**src/hdl/kdb_pkg.sv**
```systemverilog
`default_nettype none
package kdb_pkg;

  localparam int unsigned QW = 32;
  localparam int unsigned CW = 31;

  localparam logic [CW-1:0] ACCEL_RESET = 31'd131072;
  localparam logic [CW-1:0] DECEL_RESET = 31'd262144;
  localparam logic [CW-1:0] SPEED_RESET = 31'd1310720;

  localparam logic [QW-1:0] Q_HALF = 32'h0000_8000;

  typedef enum logic [1:0] {
    MODE_QUERY   = 2'd0,
    MODE_UPDATE  = 2'd1,
    MODE_RESTART = 2'd2
  } mode_t;

  typedef enum logic [1:0] {
    REG_MAX_ACCEL = 2'd0,
    REG_MAX_DECEL = 2'd1,
    REG_MAX_SPEED = 2'd2
  } reg_idx_t;

  typedef enum logic [1:0] {
    OP_MUL = 2'd0,
    OP_DIV = 2'd1
  } op_t;

  typedef enum logic [1:0] {
    ST_IDLE = 2'd0,
    ST_RUN  = 2'd1,
    ST_WAIT = 2'd2,
    ST_OUT  = 2'd3
  } state_t;

  // Saturate a signed 34-bit value to 32 bits.
  function automatic logic signed [QW-1:0] sat34(input logic signed [QW+1:0] x);
    logic signed [QW+1:0] hi;
    logic signed [QW+1:0] lo;
    hi = 34'sh0_7FFF_FFFF;
    lo = -34'sh0_8000_0000;
    if (x > hi) sat34 = 32'sh7FFF_FFFF;
    else if (x < lo) sat34 = 32'sh8000_0000;
    else sat34 = x[QW-1:0];
  endfunction

  function automatic logic signed [QW-1:0] qadd(input logic signed [QW-1:0] a,
                                                input logic signed [QW-1:0] b);
    qadd = sat34(34'(a) + 34'(b));
  endfunction

  function automatic logic signed [QW-1:0] qsub(input logic signed [QW-1:0] a,
                                                input logic signed [QW-1:0] b);
    qsub = sat34(34'(a) - 34'(b));
  endfunction

endpackage
`default_nettype wire

```
**src/hdl/kdb_muldiv.sv**
```systemverilog
`default_nettype none
// Shared sign-magnitude multiplier and divider. A multiply is a 32x32
// product followed by a registered shift and saturate; a divide is a
// restoring divider that retires one quotient bit per cycle.
module kdb_muldiv (
  input  wire logic                      clk,
  input  wire logic                      rst,
  input  wire logic                      start,
  input  wire kdb_pkg::op_t              op,
  input  wire logic signed [31:0]        a,
  input  wire logic signed [31:0]        b,
  output logic                           done,
  output logic signed [31:0]             result
);

  logic        busy;
  logic        neg;
  logic [47:0] quo;
  logic [31:0] dvs;
  logic [32:0] rem;
  logic [5:0]  cnt;
  logic        is_div;
  logic [63:0] prod;
  logic [31:0] mag_a;
  logic [31:0] mag_b;
  logic [32:0] trial;
  logic [47:0] mag_out;

  assign mag_a = a[31] ? 32'(-a) : 32'(a);
  assign mag_b = b[31] ? 32'(-b) : 32'(b);
  assign trial = {rem[31:0], quo[47]} - {1'b0, dvs};

  always_comb begin
    mag_out = is_div ? quo : prod[63:16];
  end

  always_ff @(posedge clk) begin
    if (rst) begin
      busy <= 1'b0;
      done <= 1'b0;
    end else begin
      done <= 1'b0;
      if (start) begin
        busy   <= 1'b1;
        neg    <= a[31] ^ b[31];
        is_div <= (op == kdb_pkg::OP_DIV);
        if (op == kdb_pkg::OP_DIV) begin
          quo <= {mag_a, 16'd0};
          dvs <= (mag_b == 32'd0) ? 32'd1 : mag_b;
          rem <= 33'd0;
          cnt <= 6'd48;
        end else begin
          prod <= mag_a * mag_b;
          cnt  <= 6'd0;
        end
      end else if (busy) begin
        if (cnt != 6'd0) begin
          if (!trial[32]) begin
            rem <= {1'b0, trial[31:0]};
            quo <= {quo[46:0], 1'b1};
          end else begin
            rem <= {rem[31:0], quo[47]};
            quo <= {quo[46:0], 1'b0};
          end
          cnt <= cnt - 6'd1;
        end else begin
          busy <= 1'b0;
          done <= 1'b1;
          if (neg) result <= (mag_out >= 48'h8000_0000) ? 32'sh8000_0000 : -$signed(mag_out[31:0]);
          else result <= (mag_out > 48'h7FFF_FFFF) ? 32'sh7FFF_FFFF : $signed(mag_out[31:0]);
        end
      end
    end
  end

endmodule
`default_nettype wire

```
**config.mk**
```make
export PLATFORM = sky130hd
export DESIGN_NAME = kdb_muldiv
export DESIGN_NICKNAME = d
export VERILOG_FILES = /design/src/hdl/kdb_pkg.sv /design/src/hdl/kdb_muldiv.sv
export SDC_FILE = /design/constraint.sdc
export NUM_CORES = 2
export LEC_CHECK = 0
export ABC_CLOCK_PERIOD_IN_PS = 32700
export BUFFER_PORTS_ARGS = -buffer_cell sky130_fd_sc_hd__buf_2
export CORE_MARGIN = 4
export CORE_UTILIZATION = 30
export DETAILED_ROUTE_END_ITERATION = 8
export PLACE_DENSITY = 0.52
export SYNTH_ARGS = -nofsm -noshare
export SYNTH_HDL_FRONTEND = slang
export SYNTH_SLANG_ARGS = --single-unit
```
**constraint.sdc**
```tcl
create_clock -name clk -period 32.7 [get_ports clk]
set_clock_uncertainty 0.1 [all_clocks]
set_input_delay 6.54 -clock clk [delete_from_list [all_inputs] [get_ports clk]]
set_output_delay 6.54 -clock clk [all_outputs]
set_load 0.05 [all_outputs]
```
==> metrics.yaml <==
cp-end-kind: "flip-flop"
postSynthCellCount: 4802
synth_compound_area_share_pct: 7.24
root_buffer: "clkbuf_16"
via_per_inst: 5.10
syn_nets: 6063
worstMarginPinSlew_ns: 1.27
timing.rr.start: "quo[47]"
min_path_cells: 1
outcome: "completed"
cts_setup_buffers: 0
synthArstFlopShare_pct: 0
clkSinkCount: 202
yosys.area_share.adder_pct: 49.5
nets: 6083
layout_commonest_cell: "inv_1"
synth_top_family_by_area: "adder cells"
layout_min_cycle_time_ns: 17.39
layout_common_cells: "969 x inv_1, 896 x fa_1, 694 x nor2_1"
setup_viol: 0
globalRouteOverflowTotal: 0
layout-drive-gt1-share_pct: 7.79
die_area_um2: 152000
yosys.area_share.simple_pct: 14.5
synth_xor_area_share_pct: 3.35
max_stage_delay_ns: 0.75
max_clock_freq_ghz: 0.0575
final_area_um2: 48000
hold_violations: 0
worstPathArrival_ns: 17.68
dr.pass1.iters: 5
worstHoldStart: "quo[0]"
wirelength_um: 163000
fp.dieH_um: 390
dr.first_iter.drc_count: 2764
synthesis.area_um2: 43700
rrSetupSlack_ns: 27.23
synthFlopType: "edfxtp_1"
cts_resized: 0
maxSlewHeadroom_pct: 15.6
synthMuxAreaShare_pct: 1.01
clkSlewWorstSetupHoldPaths_ns: 0.06
drv_slew: 0
rsz0062_at_grt: "no"
core_um2: 144000
start_util_pct: 30.3
crit_family: "adder cells"
grt_pass1_wl_um: 242000
hold_path_class: "flip-flop to flip-flop"
groute.usage.overall_pct: 21.6
clk_path_buf_depth: 3
syn_to_final_growth_pct: 9.93
grt_max_degree: 73
setup_tns_ns: 0
r2r-end: "rem[26]"
clkLatencyLatePin_ns: 0.59
cp-start-kind: "primary input"
period_share_pct: 53.2
num_vias: 34400
cts_tree: "yes"
grt_pass1_vias: 36200
worst_r2r_path_depth: 13
wire_per_inst_um: 24.2
yosysSeqAreaShare_pct: 13.8
cts_htree_levels: 1
antenna_found_initial: 9
holdPathEnd: "quo[1]"
place.port_buffers: 101
drc: 0
ant_nets: 0
critPathBufInv: 8
synth_edf_count: 200
cts_buffers: 26
hpwlAfterDp_um: 125000
ioPinCount: 102
ctsHoldBuffers: 0
post_dp_cell_area_um2: 47100
cap_violations: 0
gp_congestion: 0.955
critPathKind: "primary input to flip-flop"
yosysUniqueCellTypes: 89
cp_slowest_cell: "clkinv_1"
crit_top_cell: "fa_1"
avgSynthCellArea_um2: 9.10
worstPathMaxFanout: 25
synth.yosys.warnings: 0
cp.required_ns: 32.98
dieWidth_um: 390
synth_seq_cells: 202
row_count: 139
synthesized netlist by cell type (11+ instances only):
cell type | instances | area (µm²)
a211oi_1 | 13 | 97.6
xor2_1 | 84 | 736
a21o_1 | 64 | 480
mux2_2 | 15 | 169
o21ai_0 | 111 | 556
nor2_1 | 697 | 2620
nand2b_1 | 19 | 119
fa_1 | 896 | 17900
inv_1 | 972 | 3650
mux2i_1 | 27 | 270
clkbuf_1 | 186 | 698
xnor2_1 | 74 | 648
ha_1 | 296 | 3700
nor4_1 | 13 | 81.3
nor2b_1 | 28 | 175
edfxtp_1 | 200 | 6010
o211ai_1 | 11 | 82.6
a31oi_1 | 16 | 100
a21oi_1 | 153 | 766
o21a_1 | 20 | 150
nand4_1 | 25 | 156
or3_1 | 11 | 68.8
clkinv_1 | 11 | 41.3
buf_2 | 17 | 85.1
nand3_1 | 56 | 280
and3_1 | 12 | 75.1
o31ai_1 | 16 | 120
nand2_1 | 541 | 2030
nor3_1 | 42 | 210
buf_1 | 15 | 56.3
state kept, by name, summed over array words and instances (netlist names):
signal / cells
is_div: 1
busy: 1
done: 1
cnt: 6
prod: 48
neg: 1
result: 32
quo: 48
rem: 32
dvs: 32
worst reg2reg max path, stage by stage, from the launching register on:
cell and delay (ns):
edfxtp_1 0.54, inv_1 0.09, ha_1 0.24, fa_1 0.42, nand2b_1 0.17, a21boi_0 0.22, o21ai_0 0.23, a2111oi_1 0.67
o21ai_0 0.33, a31oi_1 0.41, a211oi_1 0.22, mux2_2 0.76, nand2_1 0.52, a211oi_1 0.35
routing by layer:
| layer | GRT usage (%) | wire length [µm] |
|---|---|---|
| met5 | 0 | 13 |
| met4 | 8.38 | 8500 |
| met3 | 3.86 | 13600 |
| met2 | 34.8 | 74000 |
| met1 | 29.0 | 67300 |
layout make-up:
type | instances | area, µm²
Sequential cell | 202 | 6050
Timing Repair Buffer | 216 | 1370
Clock buffer | 29 | 662
Clock inverter | 18 | 236
Inverter | 989 | 3710
Antenna cell | 4 | 10.0
Fill cell | 14900 | 96100
Tap cell | 1903 | 2380
Multi-Input combinational cell | 3387 | 33600
metrics by stage:
step | setup slack [ns] | std cells | hold WS (ns) | utilization [%]
CTS | 15.44 | 6744 | 0.469 | 33.3
detailed placement | 14.85 | 6697 | 0.455 | 32.7
global placement | 15.00 | 6697 | 0.451 | 32.7
floorplan | 16.59 | 4802 | 0.382 | -
finish | 15.31 | 6748 | 0.469 | 33.3
global route | 14.79 | 6746 | 0.505 | 33.3
worst max path at each step:
stage / from / to / slack, ns / depth (start not counted)
2_1_floorplan: a[0] / prod[57] / 16.59 / 35
3_3_place_gp: b[0] / prod[57] / 15.00 / 35
3_5_place_dp: b[0] / prod[57] / 14.85 / 37
4_1_cts: b[0] / prod[57] / 15.44 / 37
5_1_grt: b[0] / prod[60] / 14.79 / 35
6_report: b[0] / prod[57] / 15.31 / 35
cells by family (layout without fill, tap and decap cells):
logic type | after synthesis | in the layout
other cells | 0 | 4
buf+inv | 1213 | 1252
mux | 42 | 42
xor+xnor | 163 | 163
simple gates | 1500 | 1500
flops | 202 | 202
fa+ha+maj | 1192 | 1192
compound gates | 490 | 490
Power is left out: the tool's default activity adds up to more than one toggle a clock period on the data nets, which glitch-free logic cannot reach.
